File: config.mk
export PLATFORM = sky130hd
export DESIGN_NAME = rhef_ctrl
export DESIGN_NICKNAME = d
export VERILOG_FILES = /design/src/sv/rhef_pkg.sv /design/src/sv/rhef_ctrl.sv
export SDC_FILE = /design/constraint.sdc
export NUM_CORES = 1
export LEC_CHECK = 0
export BUFFER_PORTS_ARGS = -buffer_cell sky130_fd_sc_hd__buf_2
export CAP_MARGIN = 20
export CORE_AREA = 2 2 39 41
export DETAILED_ROUTE_END_ITERATION = 16
export DIE_AREA = 0 0 41 43
export MAX_ROUTING_LAYER = met4
export PLACE_DENSITY = 0.46
export SETUP_SLACK_MARGIN = 0.05
export SYNTH_ARGS = -nofsm -noshare
export SYNTH_HDL_FRONTEND = slang
export SYNTH_SLANG_ARGS = --single-unit
File: constraint.sdc
create_clock -name clk -period 2.1 [get_ports clk]
set_input_delay 0.42 -clock clk [delete_from_list [all_inputs] [get_ports clk]]
set_output_delay 0.42 -clock clk [all_outputs]
set_load 0.03 [all_outputs]
File: src/sv/rhef_pkg.sv
// Package: payload types, codes and control structs of the hotkey event filter.
`default_nettype none
package rhef_pkg;

	localparam logic [2:0] CMD_KEY    = 3'd0;
	localparam logic [2:0] CMD_BIND   = 3'd1;
	localparam logic [2:0] CMD_UNBIND = 3'd2;
	localparam logic [2:0] CMD_SETEN  = 3'd3;
	localparam logic [2:0] CMD_CLEAR  = 3'd4;
	localparam logic [2:0] CMD_DROP   = 3'd5;

	localparam logic [2:0] RS_DONE     = 3'd0;
	localparam logic [2:0] RS_FILTERED = 3'd1;
	localparam logic [2:0] RS_CONFLICT = 3'd2;
	localparam logic [2:0] RS_NOTFOUND = 3'd3;
	localparam logic [2:0] RS_BADKEY   = 3'd4;

	localparam logic [1:0] EK_PRESS   = 2'd0;
	localparam logic [1:0] EK_REPEAT  = 2'd1;
	localparam logic [1:0] EK_RELEASE = 2'd2;

	localparam int KC_W = 10;
	localparam int SC_W = 8;
	localparam int LIM_W = 13;

	typedef struct packed {
		logic [2:0]      cmd;
		logic [KC_W-1:0] keycode;
		logic            pressed;
		logic [3:0]      modifiers;
		logic [SC_W-1:0] shortcut_num;
		logic [2:0]      event_mask;
		logic            input_on;
		logic            session_on;
	} req_t;

	typedef struct packed {
		logic [2:0]      status;
		logic            activated;
		logic [SC_W-1:0] result_shortcut;
		logic [1:0]      event_kind;
	} rsp_t;

	typedef struct packed {
		logic            valid;
		logic [SC_W-1:0] sc;
		logic [2:0]      flags;
		logic            held;
		logic            supp;
	} entry_t;

	typedef enum logic [2:0] {
		S_INIT,
		S_IDLE,
		S_EXEC,
		S_SWEEP,
		S_FIN
	} state_t;

	typedef struct packed {
		logic accept;
		logic sweep_start;
		logic sweep_run;
		logic wipe;
		logic exec_go;
		logic load_fin;
	} ctl_t;

	typedef struct packed {
		logic is_sweep;
		logic sweep_done;
		logic out_free;
	} dp_st_t;

endpackage
`default_nettype wire

File: src/sv/rhef_ctrl.sv
// Controller: sequences single accesses, table sweeps and result loads.
`default_nettype none
module rhef_ctrl import rhef_pkg::*; (
	input  wire logic   clk,
	input  wire logic   arst_n,
	input  wire logic   req_valid,
	input  wire dp_st_t st,
	output ctl_t        ctl
);

	state_t state_q;
	state_t state_d;

	always_ff @(posedge clk or negedge arst_n) begin
		if (!arst_n) begin
			state_q <= S_INIT;
		end else begin
			state_q <= state_d;
		end
	end

	always_comb begin
		state_d = state_q;
		case (state_q)
			S_INIT: begin
				if (st.sweep_done) begin
					state_d = S_IDLE;
				end
			end
			S_IDLE: begin
				if (req_valid) begin
					state_d = st.is_sweep ? S_SWEEP : S_EXEC;
				end
			end
			S_EXEC: begin
				if (st.out_free) begin
					state_d = S_IDLE;
				end
			end
			S_SWEEP: begin
				if (st.sweep_done) begin
					state_d = S_FIN;
				end
			end
			S_FIN: begin
				if (st.out_free) begin
					state_d = S_IDLE;
				end
			end
			default: state_d = S_INIT;
		endcase
	end

	always_comb begin
		ctl = '0;
		case (state_q)
			S_INIT: begin
				ctl.sweep_run = 1'b1;
				ctl.wipe      = 1'b1;
			end
			S_IDLE: begin
				ctl.accept      = 1'b1;
				ctl.sweep_start = req_valid && st.is_sweep;
			end
			S_EXEC: begin
				ctl.exec_go = st.out_free;
			end
			S_SWEEP: begin
				ctl.sweep_run = 1'b1;
			end
			S_FIN: begin
				ctl.load_fin = st.out_free;
			end
			default: ctl = '0;
		endcase
	end

endmodule
`default_nettype wire

==> results of run 1 <==
cells by family (layout without fill, tap and decap cells):
family,Yosys count,count (layout),share of synthesized area [%]
flops,3,3,32.8
buf+inv,3,17,8.74
simple gates,14,14,34.4
xor+xnor,1,1,3.83
compound gates,6,6,20.2
layout by cell type, fill, tap and decap left out, drive strengths merged:
| cell type | instances |
|---|---|
| clkbuf | 4 |
| nor3 | 1 |
| and2b | 2 |
| buf | 11 |
| a21oi | 1 |
| nor2 | 4 |
| o22ai | 1 |
| xor2 | 1 |
| o32ai | 1 |
| a211oi | 1 |
| a311oi | 1 |
| dfrtp | 3 |
| nand2 | 2 |
| dlygate4sd3 | 1 |
| and3 | 1 |
| nor4b | 1 |
| o211a | 1 |
| inv | 1 |
| nand2b | 3 |
timing repair:
| item | in CTS | in global routing |
|---|---|---|
| gates resized for setup | 0 | 0 |
| endpoints found under the hold margin | 3 | 0 |
| hold buffers | 1 | 0 |
area by class of cell:
type | instances | area share, %
clock buffers | 4 | 8.11
repair buffers | 12 | 20.1
multi-input cells | 21 | 41.3
flip-flops and latches | 3 | 23.2
well taps | 16 | 6.18
inverters | 1 | 1.16
power by group through the flow:
stage / Sequential [mW] / Clock, mW / Combinational (mW)
final: 0.149 / 0.107 / 0.291
after global routing: 0.156 / 0.116 / 0.318
after CTS: 0.148 / 0.110 / 0.295
after detailed placement: 0.148 / 0 / 0.293
after global placement: 0.149 / 0 / 0.295
after floorplan: 0.100 / 0 / 0.288
worst register-to-register path: stages, from the launching register on:
cell	delay (ps)
dfrtp_1	540
and2b_2	260
a211oi_1	210
o32ai_1	100
metal layers:
metal / vias to the layer above / GRT usage, % / wire length (µm)
met4: 0 / 12.0 / 17
met3: 2 / 3.66 / 31
met1: 105 / 8.47 / 218
met5: - / - / 0
met2: 6 / 9.38 / 285
li1: 122 / - / -
metrics by stage:
step	worst slack [ps]	utilization, %	power (mW)	std cells
6_report	307	23.4	0.547	57
2_1_floorplan	99.9	-	0.388	27
3_3_place_gp	589	20.8	0.444	52
3_5_place_dp	572	20.8	0.442	52
5_1_grt	214	23.4	0.591	57
4_1_cts	309	23.4	0.553	57
worst max-delay path by stage:
stage | startpoint | endpoint | slack [ps] | depth (start not counted)
2_1_floorplan | state_q[0] | ctl[1] | 100 | 2
6_report | state_q[2] | ctl[4] | 310 | 4
4_1_cts | state_q[2] | ctl[4] | 310 | 4
5_1_grt | state_q[0] | ctl[4] | 210 | 4
3_3_place_gp | st[0] | ctl[1] | 590 | 4
3_5_place_dp | state_q[2] | ctl[4] | 570 | 4
==> key figures, run 1 <==
Floorplanning
  – Die Area: 0.00176 mm²
  – Core box area: 0.00138 mm²
  – Initial Utilization: 16.5%
  – Ports: 12
  – Rows: 14
  – Die Height: 43 µm
  – Die X: 41 µm

Setup path
  – Top delay family on crit path: simple AND/OR/NAND/NOR gates
  – Critical R2R Launch: state_q[1]
  – Critical-path top delay cell: dfrtp_1
  – Total buffers and inverters traversed by the critical path: 1
  – Slowest Stage Delay on Critical Path: 450 ps
  – Worst EP arrival: 1370 ps
  – CP endpoint kind: output pin
  – R2R Setup Slk: 870 ps
  – Cell chain of the critical path: nand2b_1 -> nor2_1 -> and3_2 -> buf_2
  – Startpoint Class: register
  – Critical path class: reg2out
  – Worst R2R Path Depth: 3
  – Worst-path fanout max: 7
  – R2r endpoint: state_q[0]
  – Data required, critical path: 1680 ps

Power and ir drop
  – Flop pwr share: 27.2%
  – Comb pwr share: 53.2%
  – Internal Power: 268 µW
  – Switch share: 51.1%
  – VDD IR-drop max: 436 µV
  – NetSw: 280 µW
  – Clk pwr share: 19.5%
  – PD cells: 1690 mW/mm²
  – Lkg Pwr: 0.170 nW

Placement
  – RePlAce Congestion: 0.755
  – # port buffers: 11
  – Placed standard-cell area: 288 µm²
  – Final HPWL DP: 389 µm

STA
  – Slew HR: 77.0%
  – Final min period: 1790 ps
  – RSZ-0062 raised after global routing: false
  – FMAX: 558 MHz
  – Period utilization: 85.4%
  – Setup Total Neg Slack: 0 ps
  – Worst Hold Slack: 413 ps
  – Endpoints failing setup: 0
  – Layout Skew: 0.104 ps
  – Worst-margin pin slew: 346 ps
  – Fin. max-slew vios: 0
  – Final hold violation count: 0

Clock tree
  – Bufs on Longest Clock Path: 2
  – Inserted Clock Buffers: 3
  – H-tree depth: 1
  – Worst-Skew Late Latency: 240 ps
  – Clk root buf: clkbuf_4
  – Clock sink count: 3
  – Post-CTS repair timing setup buffer count: 0
  – Worst-path clk slew: 40 ps
  – CTS tree: built

Global routing
  – Global-route wire length before repair: 848 µm
  – Largest net degree at the start of global routing: 13
  – Initial antenna violation count: 0
  – Gr ovfl total: 0
  – GRT Total Usage: 8.37%
  – Vias in the first global route: 228

Final layout
  – Top flop regs: state_q: 3 flops
  – Final std cell area, no fill: 324 µm²
  – Max reg flops: 3
  – Nets: 48
  – Reg with most FFs: state_q
  – Reg area: 75.1 µm²
  – Fill cells: 163
  – Area of the multi-input gates: 134 µm²
  – Area growth syn-to-layout: 41.5%
  – Layout cells sized above 1: 39.0%
  – Antenna diode count: 0

Logic synthesis
  – Ys flop type: dfrtp_1
  – Synth Warn #: 0
  – Register area share after synthesis: 32.8%
  – Largest area contributor in the netlist: dfrtp_1
  – Syn nets: 33
  – Cell with the most instances after synthesis: nor2_1
  – EDFF count, synth: 0
  – Synth top area cells: dfrtp_1 (33%), nand2b_1 (8.2%), nor2_1 (6.6%), buf_6 (4.9%), o211a_1 (4.4%)
  – Cells after Synth: 27
  – Commonest cells in the netlist: nor2_1 (4), dfrtp_1 (3), nand2b_1 (3), nand2_1 (2)
  – Mapped cell area: 229 µm²
  – Distinct cell type count after synthesis: 19
  – Syn Area/Cell: 8.48 µm²
  – Yosys reg bits: 3
  – Ys async rst share: 100%
  – Synth top area share: 32.8%

Detailed routing
  – DR pass1 iterations: 4
  – Detail Route Antenna Nets: 0
  – DR WL/cell: 9.68 µm
  – Post-route DRC: 0
  – Via density: 4.12
  – Starting DRT DRC Count: 2
  – Vias: 235
  – Routed WL: 552 µm

Run status
  – Status: completed

Min path
  – Hold/Removal Path Class: in2reg
  – Hold path cells: 2
  – Hold EP: state_q[2]
  – Hold Path Origin: st[0]

Job
  – Number of max-cap violations: 0
(Power assumes the default switching activity.)
==> run 2: changes to the inputs <==
--- a/config.mk
+++ b/config.mk
@@ -10,8 +10,8 @@
 export CORE_AREA = 2 2 39 41
 export DETAILED_ROUTE_END_ITERATION = 16
 export DIE_AREA = 0 0 41 43
-export MAX_ROUTING_LAYER = met4
 export PLACE_DENSITY = 0.46
+export REMOVE_ABC_BUFFERS = 1
 export SETUP_SLACK_MARGIN = 0.05
 export SYNTH_ARGS = -nofsm -noshare
 export SYNTH_HDL_FRONTEND = slang
==> run 2 against run 1 <==
Net effect: sequential share of layout area did not move; wire length fell by 3.3%; design area did not move; final cell count did not move; core utilization did not move; first-iteration DRC count rose by 50%; global-route usage fell by 0.84 points; clock skew rose by 2.8 ps.
==> key figures, run 2 (synthesis results as in run 1) <==
Floorplanning
  – Die Height: 43 µm
  – Die X: 41 µm
  – Die Area: 0.00176 mm²
  – Rows: 14
  – Core box area: 0.00138 mm²
  – Initial Utilization: 16.5%
  – Ports: 12

Global routing
  – GRT Total Usage: 7.53%
  – Global-route wire length before repair: 834 µm
  – Initial antenna violation count: 0
  – Largest net degree at the start of global routing: 13
  – Vias in the first global route: 212
  – Gr ovfl total: 0

STA
  – Period utilization: 84.5%
  – Slew HR: 75.8%
  – Fin. max-slew vios: 0
  – Final hold violation count: 0
  – Fin worst setup slack: 326 ps
  – Setup Total Neg Slack: 0 ps
  – Worst-margin pin slew: 363 ps
  – FMAX: 564 MHz
  – Layout Skew: 2.88 ps
  – Endpoints failing setup: 0
  – Final min period: 1770 ps
  – RSZ-0062 raised after global routing: false

Final layout
  – Max reg flops: 3
  – Area growth syn-to-layout: 41.5%
  – Reg with most FFs: state_q
  – Top flop regs: state_q: 3 flops
  – Most frequent cells in the layout: buf_2 (11), nor2_1 (4), nand2b_1 (3), clkbuf_4 (3), dfrtp_1 (3)
  – Nets: 48
  – Antenna diode count: 0
  – Final std cell area, no fill: 324 µm²
  – Most common cell after layout, fill and taps aside: buf_2
  – Layout cells sized above 1: 39.0%

Setup path
  – Slowest Stage Delay on Critical Path: 440 ps
  – CP endpoint kind: output pin
  – Data required, critical path: 1680 ps
  – Worst EP arrival: 1350 ps
  – R2R Setup Slk: 850 ps
  – Cell chain of the critical path: nand2b_1 -> nor2_1 -> and3_2 -> buf_2
  – Critical path class: reg2out
  – Worst-path fanout max: 7
  – Total buffers and inverters traversed by the critical path: 1
  – Top delay family on crit path: simple AND/OR/NAND/NOR gates
  – Worst R2R Path Depth: 3
  – R2r endpoint: state_q[0]
  – Critical-path top delay cell: dfrtp_1
  – Critical R2R Launch: state_q[1]
  – Startpoint Class: register

Detailed routing
  – Post-route DRC: 0
  – Vias: 236
  – DR WL/cell: 9.37 µm
  – Detail Route Antenna Nets: 0
  – DR pass1 iterations: 2
  – Routed WL: 534 µm
  – Via density: 4.14
  – Starting DRT DRC Count: 3

Min path
  – Hold/Removal Path Class: in2reg
  – Hold Path Origin: st[0]
  – Hold path cells: 2
  – Hold EP: state_q[2]

Clock tree
  – Post-CTS repair timing setup buffer count: 0
  – CTS tree: built
  – Cts hold-fix bufs: 1
  – Bufs on Longest Clock Path: 2
  – Inserted Clock Buffers: 3
  – Clock sink count: 3
  – Worst-Skew Late Latency: 230 ps
  – H-tree depth: 1
  – # resized after CTS: 0
  – Worst-path clk slew: 30 ps
  – Clk root buf: clkbuf_4

Run status
  – Status: completed

Power and ir drop
  – Lkg Pwr: 0.170 nW
  – VDD IR-drop max: 622 µV
  – PD cells: 1680 mW/mm²

Placement
  – Placed standard-cell area: 288 µm²
  – # port buffers: 11
  – Post-Place Setup Slack: 568 ps
  – RePlAce Congestion: 0.729

Job
  – Number of max-cap violations: 0
==> run 2: cell counts in the layout (fill, tap and decap cells not counted) <==
Identical to the previous run, type by type.
==> run 2: power breakdown <==
group / switching, mW / total, mW / internal, mW
Clock: 0.0287 / 0.0999 / 0.0711
Sequential: 0.0680 / 0.152 / 0.0840
Combinational: 0.179 / 0.291 / 0.112
==> run 2: per-stage QoR <==
step                      power, mW  cells  hold WS [ps]  util, %
after floorplan               0.359     25           124        -
after global placement        0.443     52           218     20.8
after detailed placement      0.443     52           216     20.8
after CTS                     0.550     57           420     23.4
after global routing          0.591     57           442     23.4
final                         0.543     57           428     23.4
==> run 2: area by class of cell <==
| class | count | area, µm² |
|---|---|---|
| fillers | 154 | 1060 |
| multi-input cells | 21 | 134 |
| flip-flops and latches | 3 | 75.1 |
| repair buffers | 12 | 65.1 |
| clock buffers | 4 | 26.3 |
| well taps | 16 | 20.0 |
| inverters | 1 | 3.75 |
==> run 2: routing by layer <==
| metal | wire, µm | up-vias | global-route usage (%) |
|---|---|---|---|
| met5 | 0 | - | 0 |
| met4 | 0 | 0 | 10.0 |
| met3 | 33 | 0 | 1.57 |
| met2 | 241 | 8 | 7.81 |
| met1 | 258 | 104 | 10.3 |
| li1 | - | 124 | - |
==> run 2: worst max path at each step <==
stage                     from     end  slack [ps]  cells past startpoint
floorplan           state_q[0]  ctl[1]         130                      1
detailed placement  state_q[2]  ctl[4]         570                      4
CTS                 state_q[2]  ctl[4]         310                      4
global route        state_q[2]  ctl[4]         230                      4
finish              state_q[2]  ctl[4]         330                      4
global placement    state_q[2]  ctl[4]         580                      4
